File: src/hdl/radix_number_to_ascii_top_macros.svh
// Assertion macros shared by the radix number to ASCII converter.
`ifndef RADIX_NUMBER_TO_ASCII_TOP_MACROS_SVH
`define RADIX_NUMBER_TO_ASCII_TOP_MACROS_SVH

// Same-cycle implication, checked on every rising edge outside reset.
`define RNTA_ASSERT_NOW(label, ante, cons, msg) \
    label: assert property (@(posedge i_clk) disable iff (!i_rst_n) \
        (ante) |-> (cons)) else $error(msg);

// Next-cycle implication, checked on every rising edge outside reset.
`define RNTA_ASSERT_NEXT(label, ante, cons, msg) \
    label: assert property (@(posedge i_clk) disable iff (!i_rst_n) \
        (ante) |=> (cons)) else $error(msg);

`endif

File: src/hdl/rnta_pkg.sv
// Package with character codes, register indexes and the digit encoder.
package rnta_pkg;

    typedef logic [7:0] t_char;
    typedef logic [3:0] t_digit;

    localparam int CFG_IDX_W  = 1;
    localparam int CFG_DATA_W = 5;
    localparam int BASE_W     = 5;

    localparam logic [CFG_IDX_W-1:0] REG_RADIX      = 1'd0;
    localparam logic [CFG_IDX_W-1:0] REG_UPPER_CASE = 1'd1;

    localparam logic [BASE_W-1:0] RADIX_RESET = 5'd16;
    localparam logic [BASE_W-1:0] BASE_MIN    = 5'd2;
    localparam logic [BASE_W-1:0] BASE_MAX    = 5'd16;

    localparam t_char CHAR_ZERO  = 8'h30;
    localparam t_char CHAR_X     = 8'h78;
    localparam t_char CHAR_UPPER = 8'h41;
    localparam t_char CHAR_LOWER = 8'h61;

    function automatic t_char digit_char(input t_digit d, input logic upper);
        t_char res;
        if (d < 4'd10) begin
            res = CHAR_ZERO + {4'd0, d};
        end else if (upper) begin
            res = CHAR_UPPER + {4'd0, d} - 8'd10;
        end else begin
            res = CHAR_LOWER + {4'd0, d} - 8'd10;
        end
        return res;
    endfunction

endpackage

File: src/hdl/radix_number_to_ascii_top.sv
// Top level: bit-serial radix conversion of an unsigned value into ASCII text.
//
//  Channel   Direction  Payload                                   Handshake
//  s_axis    in         tdata = value                             tvalid/tready
//  m_axis    out        tdata = character, tlast = last_char      tvalid/tready
//  cfg       in         i_cfg_index, i_cfg_data (radix, upper)    i_cfg_valid/o_cfg_ready
//
// Each digit comes from the one-bit-per-cycle restoring divider. The digit store is
// read through one registered port. Reset is synchronous and active low and returns
// the radix to 16 and lower-case letters. A stalled output holds the current
// character and the text sequencer; the input is taken only when idle.
module radix_number_to_ascii_top #(
    parameter  int VALUE_BITS = 48,
    localparam int S_TDATA_W  = ((VALUE_BITS + 7) / 8) * 8
) (
    input  logic                            i_clk,
    input  logic                            i_rst_n,
    input  logic                            s_axis_tvalid,
    output logic                            s_axis_tready,
    input  logic [S_TDATA_W-1:0]            s_axis_tdata,   // [VALUE_BITS-1:0] value
    output logic                            m_axis_tvalid,
    input  logic                            m_axis_tready,
    output logic [7:0]                      m_axis_tdata,   // [7:0] character
    output logic                            m_axis_tlast,
    input  logic                            i_cfg_valid,
    output logic                            o_cfg_ready,
    input  logic [rnta_pkg::CFG_IDX_W-1:0]  i_cfg_index,
    input  logic [rnta_pkg::CFG_DATA_W-1:0] i_cfg_data
);
    import rnta_pkg::*;

    localparam int CNT_W = $clog2(VALUE_BITS + 1);
    localparam int IDX_W = $clog2(VALUE_BITS);

    localparam logic [2:0] ST_IDLE  = 3'd0;
    localparam logic [2:0] ST_DIV   = 3'd1;
    localparam logic [2:0] ST_ZERO  = 3'd2;
    localparam logic [2:0] ST_X     = 3'd3;
    localparam logic [2:0] ST_FETCH = 3'd4;
    localparam logic [2:0] ST_DIGIT = 3'd5;

    logic [2:0]            r_state;
    logic [BASE_W-1:0]     r_radix;
    logic                  r_upper;
    logic [BASE_W-1:0]     r_base;
    logic [VALUE_BITS-1:0] r_quot;
    t_digit                r_rem;
    logic                  r_qnz;
    logic [IDX_W-1:0]      r_bit;
    logic [CNT_W-1:0]      r_count;
    logic [IDX_W-1:0]      r_idx;
    t_digit                r_rd_data;
    t_digit                r_mem [VALUE_BITS];
    logic                  r_out_valid;
    t_char                 r_out_char;
    logic                  r_out_last;

    logic [BASE_W-1:0]     n_base;
    logic [BASE_W-1:0]     rem_sh;
    logic                  ge;
    t_digit                rem_new;
    logic                  out_free;
    logic                  out_emit;
    logic                  dig_wr;
    logic                  in_div;
    logic                  last_emit;
    logic                  last_shown;

    assign s_axis_tready = (r_state == ST_IDLE);
    assign o_cfg_ready   = 1'b1;
    assign m_axis_tvalid = r_out_valid;
    assign m_axis_tdata  = r_out_char;
    assign m_axis_tlast  = r_out_last;
    assign out_free      = !r_out_valid || m_axis_tready;
    assign out_emit      = out_free && (r_state inside {ST_ZERO, ST_X, ST_DIGIT});

    assign rem_sh  = {r_rem, r_quot[VALUE_BITS-1]};
    assign ge      = (rem_sh >= r_base);
    assign rem_new = ge ? 4'(rem_sh - r_base) : rem_sh[3:0];
    assign dig_wr  = (r_state == ST_DIV) && (r_bit == '0);

    assign in_div     = (r_state == ST_DIV);
    assign last_emit  = out_emit && (r_state == ST_DIGIT) && (r_idx == '0);
    assign last_shown = m_axis_tvalid && m_axis_tlast && (r_state == ST_IDLE);

    always_comb begin
        if (r_radix < BASE_MIN) begin
            n_base = BASE_MIN;
        end else if (r_radix > BASE_MAX) begin
            n_base = BASE_MAX;
        end else begin
            n_base = r_radix;
        end
    end

    always_ff @(posedge i_clk) begin
        if (!i_rst_n) begin
            r_radix <= RADIX_RESET;
            r_upper <= 1'b0;
        end else if (i_cfg_valid && o_cfg_ready) begin
            case (i_cfg_index)
                REG_RADIX:      r_radix <= i_cfg_data;
                REG_UPPER_CASE: r_upper <= i_cfg_data[0];
                default: ;
            endcase
        end
    end

    always_ff @(posedge i_clk) begin
        if (dig_wr) begin
            r_mem[r_count[IDX_W-1:0]] <= rem_new;
        end
        r_rd_data <= r_mem[r_idx];
    end

    always_ff @(posedge i_clk) begin
        if (!i_rst_n) begin
            r_state     <= ST_IDLE;
            r_out_valid <= 1'b0;
            r_count     <= '0;
            r_quot      <= '0;
        end else begin
            if (out_emit) begin
                r_out_valid <= 1'b1;
            end else if (m_axis_tready) begin
                r_out_valid <= 1'b0;
            end
            case (r_state)
                ST_IDLE: begin
                    if (s_axis_tvalid) begin
                        r_quot  <= s_axis_tdata[VALUE_BITS-1:0];
                        r_rem   <= '0;
                        r_qnz   <= 1'b0;
                        r_bit   <= IDX_W'(VALUE_BITS - 1);
                        r_count <= '0;
                        r_base  <= n_base;
                        r_state <= ST_DIV;
                    end
                end
                ST_DIV: begin
                    r_quot <= {r_quot[VALUE_BITS-2:0], ge};
                    if (r_bit == '0) begin
                        r_count <= r_count + CNT_W'(1);
                        r_rem   <= '0;
                        r_qnz   <= 1'b0;
                        r_bit   <= IDX_W'(VALUE_BITS - 1);
                        if (!(r_qnz || ge)) begin
                            r_state <= ST_ZERO;
                        end
                    end else begin
                        r_rem <= rem_new;
                        r_qnz <= r_qnz || ge;
                        r_bit <= r_bit - IDX_W'(1);
                    end
                end
                ST_ZERO: begin
                    if (out_free) begin
                        r_out_char  <= CHAR_ZERO;
                        r_out_last  <= 1'b0;
                        r_state     <= ST_X;
                    end
                end
                ST_X: begin
                    if (out_free) begin
                        r_out_char  <= CHAR_X;
                        r_out_last  <= 1'b0;
                        r_idx       <= IDX_W'(r_count - CNT_W'(1));
                        r_state     <= ST_FETCH;
                    end
                end
                ST_FETCH: begin
                    r_state <= ST_DIGIT;
                end
                ST_DIGIT: begin
                    if (out_free) begin
                        r_out_char  <= digit_char(r_rd_data, r_upper);
                        r_out_last  <= (r_idx == '0);
                        if (r_idx == '0) begin
                            r_state <= ST_IDLE;
                        end else begin
                            r_idx   <= r_idx - IDX_W'(1);
                            r_state <= ST_FETCH;
                        end
                    end
                end
                default: begin
                    r_state <= ST_IDLE;
                end
            endcase
        end
    end

`include "radix_number_to_ascii_top_macros.svh"

    `RNTA_ASSERT_NOW(a_count_bound, in_div, r_count < CNT_W'(VALUE_BITS), "digit count overflow")
    `RNTA_ASSERT_NOW(a_base_range, in_div, r_base >= BASE_MIN && r_base <= BASE_MAX, "bad base")
    `RNTA_ASSERT_NEXT(a_start_div, s_axis_tvalid && s_axis_tready, in_div, "request not started")
    `RNTA_ASSERT_NEXT(a_last_flag, last_emit, last_shown, "final digit not flagged")

endmodule
File: config.mk
export PLATFORM = sky130hd
export DESIGN_NAME = radix_number_to_ascii_top
export DESIGN_NICKNAME = d
export VERILOG_FILES = /design/src/hdl/rnta_pkg.sv /design/src/hdl/radix_number_to_ascii_top.sv
export VERILOG_INCLUDE_DIRS = /design/src /design/src/hdl
export SDC_FILE = /design/constraint.sdc
export NUM_CORES = 1
export LEC_CHECK = 0
export ABC_AREA = 1
export BUFFER_PORTS_ARGS = -buffer_cell sky130_fd_sc_hd__buf_2
export CAP_MARGIN = 0
export CORE_ASPECT_RATIO = 0.9
export CORE_MARGIN = 1
export CORE_UTILIZATION = 50
export CTS_BUF_LIST = sky130_fd_sc_hd__clkbuf_16
export DETAILED_ROUTE_END_ITERATION = 10
export PLACE_DENSITY = 0.64
export SLEW_MARGIN = 20
export SYNTH_ARGS = -nofsm -noshare
export SYNTH_HDL_FRONTEND = slang
export SYNTH_SLANG_ARGS = --single-unit
File: constraint.sdc
create_clock -name i_clk -period 2.72 [get_ports i_clk]
set_input_delay 0.544 -clock i_clk [delete_from_list [all_inputs] [get_ports i_clk]]
set_output_delay 0.544 -clock i_clk [all_outputs]
set_load 0.02 [all_outputs]
Yosys cells after proc, flatten, opt, wreduce, memory -nomap -nowiden --
Memory sizes are Yosys's and may differ from the RTL's. A register that Yosys moved wholly into a read port is not among the register bits. Index checks and enable logic that the tools add are counted.
Word-level totals: register bits after elaboration 95, bits in writable memories 192, output and inout port bits 12, logic and storage cells 109, memories 1
Operators by class: add/sub/neg operators 10, order comparisons 4, eq/ne operators 13, multiplexer cells 41, bitwise logic cells 1, reduce and logical (&&, ||, !) cells 25
Memory list:
- r_mem | depth 48, width 4, rd ports 1, clocked after memory_dff 1, write ports 1, line radix_number_to_ascii_top.sv:53 | t_digit r_mem [VALUE_BITS];
Operators with widths (number):
- 48-bit one-hot mux with 2 select lines | 1
- 48-bit 2-to-1 mux | 1
- 6-bit 2-to-1 mux | 7
- 8-bit 2-to-1 mux | 5
- 6-bit one-hot mux with 2 select lines | 3
- 8-bit one-hot mux with 3 select lines | 1
- 3-bit 2-to-1 mux | 7
- 3-bit one-hot mux with 6 select lines | 1
- 6-bit by 1-bit subtractor with 6-bit output (second input constant) | 3
- 7-bit by 4-bit adder with 8-bit output (first input constant) | 2
- 8-bit by 4-bit subtractor with 8-bit output (second input constant) | 2
- 6-bit logical NOT | 2
- 4-bit 2-to-1 mux | 3
- 2-bit inequality test (second input constant) | 6
- 5-bit AND reduction | 2
- 3-bit AND reduction | 3
- 1-bit 2-to-1 mux | 8
- 4-bit one-hot mux with 2 select lines | 1
- 2-bit nonzero test | 4
- 6-bit by 4-bit adder with 7-bit output (first input constant) | 1
- 6-bit by 1-bit adder with 6-bit output (second input constant) | 1
- 3-bit by 2-bit equality test with 1-bit output (second input constant) | 2
- 3-bit equality test (second input constant) | 2
- 2-bit AND reduction | 3
- 18 further kinds | 23

Depth between registers and ports, before layout --
Gate-level depths: netlist of run 1.
word-level depth 6, depth in mapped cells 13, mapped depth without buffers 11

Worst setup path before layout of run 1 --
OpenSTA, ideal clock, no wires.
path type register to register, start point register r_rem[1], end point memory r_mem[0][2] (netlist bit), data pin, setup time 0.307 ns, data arrival time 1.871 ns, data required time 2.413 ns, path slack 0.542 ns, cell stages (with the launch flop) 8, clock period less this slack 2.178 ns, cell sequence edfxtp_1 > ha_1 > a21oi_1 > nand2_1 > nand2_1 > nand2_1 > o21a_1 > inv_1
On the way: longest elaborated chain between the ends 2
Ends and longest elaborated chain:
- start: declaration | line radix_number_to_ascii_top.sv:47 | t_digit r_rem;
- start signal: assignment | line radix_number_to_ascii_top.sv:151 | r_rem <= rem_new;
- 4-bit subtractor / 5-bit greater-or-equal comparator (equally long branches) | line radix_number_to_ascii_top.sv:79, radix_number_to_ascii_top.sv:78
- 4-bit 2-to-1 mux (*) | line radix_number_to_ascii_top.sv:79 | assign rem_new = ge ? 4'(rem_sh - r_base) : rem_sh[3:0];
- named net rem_new[2] | line radix_number_to_ascii_top.sv:61 | t_digit rem_new;
- end: declaration | line radix_number_to_ascii_top.sv:53
Mark *: on every way through the listed nets, which the timed path passes. The rest lies on a longest branch.

Worst setup path after layout of run 1 --
start point register r_bit[0], end point memory r_mem[18][1] (netlist bit) (enable)
On the way: longest elaborated chain between the ends 4
Ends and longest elaborated chain:
- start: declaration | line radix_number_to_ascii_top.sv:49 | logic [IDX_W-1:0] r_bit;
- start signal: assignment | line radix_number_to_ascii_top.sv:134 | r_bit <= IDX_W'(VALUE_BITS - 1);
- start signal: assignment | line radix_number_to_ascii_top.sv:146 | r_bit <= IDX_W'(VALUE_BITS - 1);
- start signal: assignment | line radix_number_to_ascii_top.sv:153 | r_bit <= r_bit - IDX_W'(1);
- 6-bit logical NOT | line radix_number_to_ascii_top.sv:80 | assign dig_wr = (r_state == ST_DIV) && (r_bit == '0);
- 1-bit logical AND | line radix_number_to_ascii_top.sv:80
- 1-bit 2-to-1 mux | line radix_number_to_ascii_top.sv:110 | if (dig_wr) begin
- 1-bit 2-to-1 mux (implied by the code) | line radix_number_to_ascii_top.sv:111 | r_mem[r_count[IDX_W-1:0]] <= rem_new;
Every way passes these cells.

==> results of run 1 <==
## stage by stage
stage	hold WS, ns	total power, mW	setup slack, ns	cell area [sq um]	cells
global route	0.244	13.3	0.0676	14500	1818
CTS	0.213	12.7	0.245	14500	1818
floorplan	0.444	8.06	0.542	12900	1395
global placement	0.421	8.94	0.378	13600	1769
finish	0.229	12.7	0.233	14500	1818
detailed placement	0.423	8.98	0.247	13600	1769
## path summary, 6_finish.rpt
check	start	end	slack, ns	cells past startpoint
worst max-delay path	r_bit[0]	r_mem[18][1]	0.23	6
worst min-delay path	i_cfg_data[1]	r_radix[1]	0.23	3
worst max register to register	r_bit[0]	r_mem[18][1]	0.23	6
worst min register to register	r_radix[4]	r_base[4]	0.45	0
## registers in the layout (all words and copies together), names as in the netlist
register,flops
r_radix,5
m_axis_tlast,1
r_qnz,1
r_upper,1
r_quot,48
r_mem,192
m_axis_tvalid,1
r_idx,6
r_base,5
m_axis_tdata,7
r_bit,6
r_rem,4
r_state,3
r_count,6
r_rd_data,4
## cell families (layout without fill, tap and decap cells)
logic type / count (synthesis) / count (layout) / share of synthesized area
AOI/OAI and AO/OA: 98 / 98 / 0.0518
xor gates and xnor gates: 8 / 8 / 0.00542
adders and majority gates: 10 / 10 / 0.0103
buffers and inverters: 241 / 322 / 0.0754
DFF: 290 / 290 / 0.622
other: 2 / 2 / 0.000581
and+or+nand+nor: 746 / 746 / 0.235
## cell type report
cell class / count / area [sq um]
Sequential cell: 290 / 8030
Clock buffer: 29 / 726
Fill cell: 2259 / 10800
Inverter: 180 / 676
Tap cell: 342 / 428
Timing Repair Buffer: 93 / 528
Clock inverter: 20 / 163
Multi-Input combinational cell: 864 / 3920
## routing by layer
layer / up-vias / track usage / wire (microns)
met5: - / 0 / 0
met4: 0 / 0.0536 / 648
met3: 43 / 0.0333 / 1540
met2: 213 / 0.370 / 13600
met1: 4398 / 0.318 / 13300
li1: 4667 / - / -
## placed cells by master, fill, tap and decap left out, types with 2 or more instances in the layout
master	netlist	layout
nand2_1	429	429
edfxtp_1	222	222
nor2_1	176	176
inv_1	169	174
nand3_1	126	126
buf_2	25	68
dfxtp_1	68	68
o221ai_1	40	40
clkbuf_16	0	29
o21ai_0	25	25
buf_4	10	25
a21oi_1	15	15
inv_2	10	10
ha_1	9	9
clkinv_1	1	8
a31oi_1	8	8
nand3_2	5	5
xor2_1	5	5
clkinv_2	0	4
o21ai_1	3	3
xnor2_1	3	3
nor3_1	3	3
bufinv_16	0	3
o21a_1	2	2
nor2_4	2	2
a211oi_1	2	2
conb_1	2	2
## power groups by stage
stage,clock (mW),sequential (mW),combinational [mW]
floorplan,0,6.08,1.98
global placement,0,6.10,2.85
detailed placement,0,6.11,2.88
CTS,3.83,6.02,2.89
global route,4.00,6.07,3.26
finish,3.77,6.02,2.86
## worst max-delay path: stages, from the launching register on
cell and delay (ns):
edfxtp_1 0.38, inv_1 0.09, ha_1 0.23, nand3_2 0.19, nor3_4 0.24, nand3_1 0.52
nor2_1 0.50
==> run summary, run 1 <==
Tightest Pin Transition - 0.926 ns
Switching Fraction - 0.307
Final min period - 2.49 ns
# Post-CTS Setup Buffers - 0
Pre-antenna DRT Iters - 5
Top cells by count, synth - nand2_1, edfxtp_1, nor2_1, inv_1, nand3_1
DR iter-0 viols - 794
Max Slew Vio Count - 0
Wire length per cell - 16.0 microns
Most frequent cell after synthesis - nand2_1
Yosys warns - 0
Post-route clock period utilization - 0.914
Pwr per Cell Area - 875 nW/um^2
Core area - 25300 sq um
Final clock skew - 0.0123 ns
Initial antenna violation count - 0
Clk root buf - clkbuf_16
Die Area - 26500 sq um
Synth top area cells - edfxtp_1, nand2_1, dfxtp_1
FP Rows - 55
Path type of the worst min-delay path - input pin to flip-flop
Worst-Skew Late Latency - 0.54 ns
Count of final hold-check violations - 0
Yosys reg bits - 290
First-pass GRT wire length - 46600 microns
Seq/Total Area, Yosys - 0.622
Die W - 171 microns
Area grow syn2layout - 12.0%
Logic pwr share - 0.226
Internal power - 8.76 mW
Critical Path RT - 2.92 ns
Fin util - 0.573
Worst vdd ir - 0.000540 V
Setup Total Neg Slack - 0 ns
Final net count - 1527
Switch Pwr - 3.89 mW
Synth area leader - edfxtp_1
Setup violators final - 0
CTS tree - done
Diode count - 0
Clock power share - 0.298
Clock tree buffer depth - 3
Via count - 9321
Worst-path clk slew - 0.06 ns
Syn Std Cell Area - 12900 sq um
Post-synth EDFFs - 222
TritonCTS Buffers - 29
Async SR Flop Fraction - 0
RSZ-0062 raised after global routing - no
Outcome - finished, final reports clean
Top Ports - 71
Final GP Congestion - 0.809
Main synth FF type - edfxtp_1
Global Route Usage Sum - 0.226
Max Clk Rate - 402 MHz
Largest net degree at the start of global routing - 57
Synthesized Nets - 1464
Crit. End Element - flip-flop
Port bufs - 68
Reg power frac - 0.476
Vias/cell - 5.13
CP Max Fanout - 6
Vias in the first global route - 9027
Post-Synthesis Cells - 1395
Synth unique cells - 35
Final wirelength - 29200 microns
Worst rel slew slack - 0.379
Post-route antenna net violation count - 0
Yosys top cell area share - 0.516
CTS Hold Bufs - 0
Post-CTS sizing - 0
Detail Placement HPWL - 18100 microns
Layout cells sized above 1 - 0.103
Grt total ovfl - 0
Die span in y - 154 microns
CP startpoint kind - flip-flop
Critical path type - flip-flop to flip-flop
Max Cap Violations - 0
P_leak - 6.18 nW
Avg Cell Area, Syn - 9.26 sq um
DRC Markers - 0
Maximum level of the CTS H-tree - 1
Clock sink total - 290
Worst Path Arrival - 2.69 ns
Starting density of the core - 0.511
(Power assumes the default switching activity.)
==> run 2, diff against run 1 <==
SETUP_SLACK_MARGIN = 0.4   (was default)
==> run summary, run 2 (synthesis gave the netlist of run 1 again) <==
Outcome - finished, final reports clean
CTS Hold Bufs - 0
P_leak - 6.19 nW
Leading cell types in the layout, fill and taps excluded - nand2_1, edfxtp_1, inv_1, nor2_1, nand3_1
Layout cells sized above 1 - 0.114
Reg-to-reg endpoint - r_mem[18][0]
Post-route clock period utilization - 0.852
Max reg flops - 192
Worst-Skew Late Latency - 0.55 ns
CTS tree - done
Fin util - 0.575
Largest net degree at the start of global routing - 57
Setup crit start - r_bit[0]
Vias/cell - 5.13
Initial antenna violation count - 0
CP startpoint kind - flip-flop
Final net count - 1527
Maximum level of the CTS H-tree - 1
R2r worst-path depth - 6
Critical-path top delay cell - nor2_1
Critical path type - flip-flop to flip-flop
Hold Crit Start - i_cfg_data[1]
Max Slew Vio Count - 0
Clk root buf - clkbuf_16
Number of fill cells in the layout - 2259
Max Clk Rate - 432 MHz
Worst vdd ir - 0.000540 V
Core area - 25300 sq um
Setup violators final - 0
Final wirelength - 29100 microns
Diode count - 0
Grt total ovfl - 0
RSZ-0062 raised after global routing - yes
Die span in y - 154 microns
Final min period - 2.32 ns
Pre-antenna DRT Iters - 5
Worst-path clk slew - 0.06 ns
Critical Path RT - 2.93 ns
Starting density of the core - 0.511
CP Max Fanout - 6
Clock tree buffer depth - 3
Port bufs - 68
Pwr per Cell Area - 873 nW/um^2
Area grow syn2layout - 12.5%
Final cell count without fillers - 1818
Max Cap Violations - 0
Setup ws final - 0.403 ns
Tightest Pin Transition - 0.924 ns
Vias in the first global route - 9028
Post-route antenna net violation count - 0
Wire length per cell - 16.0 microns
CP peak stage delay - 0.44 ns
Path type of the worst min-delay path - input pin to flip-flop
Commonest non-fill, non-tap cell in the layout - nand2_1
Cells along the critical path - inv_1 -> ha_1 -> nand3_2 -> nor3_4 -> nand3_2 -> nor2_1
Final instance area - 14500 sq um
Die Area - 26500 sq um
Crit. End Element - flip-flop
Hold Worst Slack - 0.227 ns
Final clock skew - 0.0124 ns
R2R Path Start - r_bit[0]
First-pass GRT wire length - 46700 microns
FP Rows - 55
Worst rel slew slack - 0.380
Worst Path Arrival - 2.52 ns
Global Route Usage Sum - 0.226
DR iter-0 viols - 715
Via count - 9325
DRC Markers - 0
Cell repeated most along the worst path - nand3_2
Final GP Congestion - 0.809
Die W - 171 microns
Detail Placement HPWL - 18100 microns
Setup Total Neg Slack - 0 ns
Count of final hold-check violations - 0
Dpl cells - 1769
Top Ports - 71
Flop-to-flop setup slack - 0.40 ns
TritonCTS Buffers - 29
Power Total - 12.7 mW
Clock sink total - 290
Worst Setup EP - r_mem[18][0]
Post-DP Area - 13600 sq um
Dpl ws - 0.247 ns
[run 2: changes by cell type in the layout (fill, tap and decap cells not counted), sizes merged]
cell,previous run,this run
clkbuf,29,31
buf,93,91
[run 2: timing repair]
action,CTS,global route
cloned,0,0
buffers inserted,0,0
resized for setup,6,20
endpoints found under the setup margin,175,304
[run 2: worst min-delay path by stage]
stage	slack, ns	endpoint	cells past startpoint
3_3_place_gp	0.42	r_base[4]	0
3_5_place_dp	0.42	r_base[4]	0
6_report	0.23	r_radix[1]	3
4_1_cts	0.21	r_radix[1]	3
2_1_floorplan	0.44	r_radix[3]	2
5_1_grt	0.24	r_radix[4]	3
[run 2: power breakdown]
| part | leakage, nW | switching, mW | internal, mW |
|---|---|---|---|
| Sequential | 2.55 | 0.219 | 5.80 |
| Clock | 0.453 | 1.58 | 2.19 |
| Combinational | 3.18 | 2.09 | 0.802 |
[run 2: layout make-up]
cell class / instances / area (sq um) / area share
inverter: 180 / 676 / 0.0465
clock buffer: 29 / 726 / 0.0499
timing repair buffer: 93 / 548 / 0.0377
multi-input combinational: 864 / 3970 / 0.273
sequential: 290 / 8030 / 0.552
tap: 342 / 428 / 0.0294
clock inverter: 20 / 163 / 0.0112
[run 2: critical path, delay by kind of cell (launching register included)]
kind	cells	cell delay, ns
flops	1	0.38
buf+inv	1	0.09
simple gates	4	1.28
fa+ha+maj	1	0.23
[run 2: per-layer routing]
layer	global-route usage	wire (microns)	vias to the layer above
li1	-	-	4671
met1	0.318	13100	4367
met2	0.370	13600	248
met3	0.0333	1710	39
met4	0.0540	582	0
met5	0	0	-
==> run 3, diff against run 2 <==
clock period = 2.36 ns   (was 2.72 ns; I/O delays follow)
==> run summary, run 3 (synthesis gave the netlist of run 1 again) <==
Worst vdd ir - 0.000741 V
Largest net degree at the start of global routing - 98
Final min period - 2.09 ns
Hold Worst Slack - 0.164 ns
Path type of the worst min-delay path - input pin to flip-flop
Max reg flops - 192
Clock sink total - 290
Outcome - finished, final reports clean
Count of final hold-check violations - 0
CTS tree - done
Detail Placement HPWL - 18400 microns
Setup Total Neg Slack - 0 ns
TritonCTS Buffers - 30
Final clock skew - 0.00846 ns
Die W - 171 microns
Via count - 9594
Clock tree buffer depth - 3
Max Slew Vio Count - 0
P_leak - 6.45 nW
Worst-Skew Late Latency - 0.54 ns
Worst-path clk slew - 0.06 ns
Post-route clock period utilization - 0.885
Diode count - 0
Critical path type - flip-flop to flip-flop
Power Total - 15.8 mW
Initial antenna violation count - 1
DRC Markers - 0
CP Max Fanout - 7
DR iter-0 viols - 694
Setup ws final - 0.271 ns
Vias in the first global route - 8972
Worst Path Arrival - 2.48 ns
Maximum level of the CTS H-tree - 1
Vias/cell - 5.17
Global Route Usage Sum - 0.228
Tightest Pin Transition - 0.790 ns
Final net count - 1558
Pwr per Cell Area - 1030 nW/um^2
Dpl cells - 1775
Commonest non-fill, non-tap cell in the layout - nand2_1
Layout cells sized above 1 - 0.177
Die Area - 26500 sq um
Die span in y - 154 microns
First-pass GRT wire length - 46800 microns
Final GP Congestion - 0.819
Max Cap Violations - 0
CP startpoint kind - flip-flop
Dpl ws - 0.247 ns
Setup violators final - 0
Crit. End Element - flip-flop
Grt total ovfl - 0
Port bufs - 68
Top Ports - 71
Final wirelength - 31400 microns
Max Clk Rate - 479 MHz
Final instance area - 15400 sq um
Critical Path RT - 2.75 ns
Starting density of the core - 0.511
FP Rows - 55
Post-route antenna net violation count - 0
Final cell count without fillers - 1854
RSZ-0062 raised after global routing - yes
Fin util - 0.609
Clk root buf - clkbuf_16
Worst rel slew slack - 0.472
Leading cell types in the layout, fill and taps excluded - nand2_1, edfxtp_1, inv_1, nor2_1, nand3_1
Post-DP Area - 13700 sq um
Number of fill cells in the layout - 2144
Core area - 25300 sq um
Wire length per cell - 16.9 microns
Pre-antenna DRT Iters - 5
Area grow syn2layout - 19.0%
run 3: final cells by class:
cell class | instances | area (sq um) | area share
clock inverter | 24 | 149 | 0.00969
sequential | 290 | 8030 | 0.522
clock buffer | 31 | 776 | 0.0505
inverter | 180 | 687 | 0.0447
multi-input combinational | 864 | 4320 | 0.281
tap | 342 | 428 | 0.0278
timing repair buffer | 123 | 990 | 0.0644
run 3: repair_timing:
action / 4_1_cts / 5_1_grt
cloned: 0 / 10
gates resized for setup: 52 / 74
buffers inserted: 3 / 11
hold buffers: 0 / 0
endpoints found under the setup margin: 393 / 433
pin swaps: 0 / 8
run 3: critical path: stages (launching register included):
cell and delay, ns:
edfxtp_1 0.43, ha_4 0.29, a21oi_2 0.16, nand2_2 0.09, nand2_2 0.11, nand2_4 0.08, buf_6 0.14, o21a_4 0.22
clkinvlp_4 0.08, buf_12 0.15, buf_6 0.18
run 3: per-layer routing:
layer,wire length [microns],global-route usage,vias up
li1,-,-,4757
met1,14100,0.318,4513
met2,14500,0.367,262
met3,1910,0.0409,62
met4,788,0.0616,0
met5,0,0,-
run 3: final timing paths:
path	start	cells past startpoint	slack, ns	end
worst max-delay path	r_rem[1]	10	0.27	r_mem[17][2]
worst min-delay path	i_cfg_data[4]	3	0.16	r_radix[4]
worst max register to register	r_rem[1]	10	0.27	r_mem[17][2]
worst min register to register	r_radix[4]	0	0.46	r_base[4]
run 3: power breakdown:
group          switching [mW]  leakage, nW  internal [mW]
clock                    1.87        0.490           2.56
sequential              0.296         2.55           6.68
combinational            2.83         3.41           1.61
total                    5.00         6.45           10.8
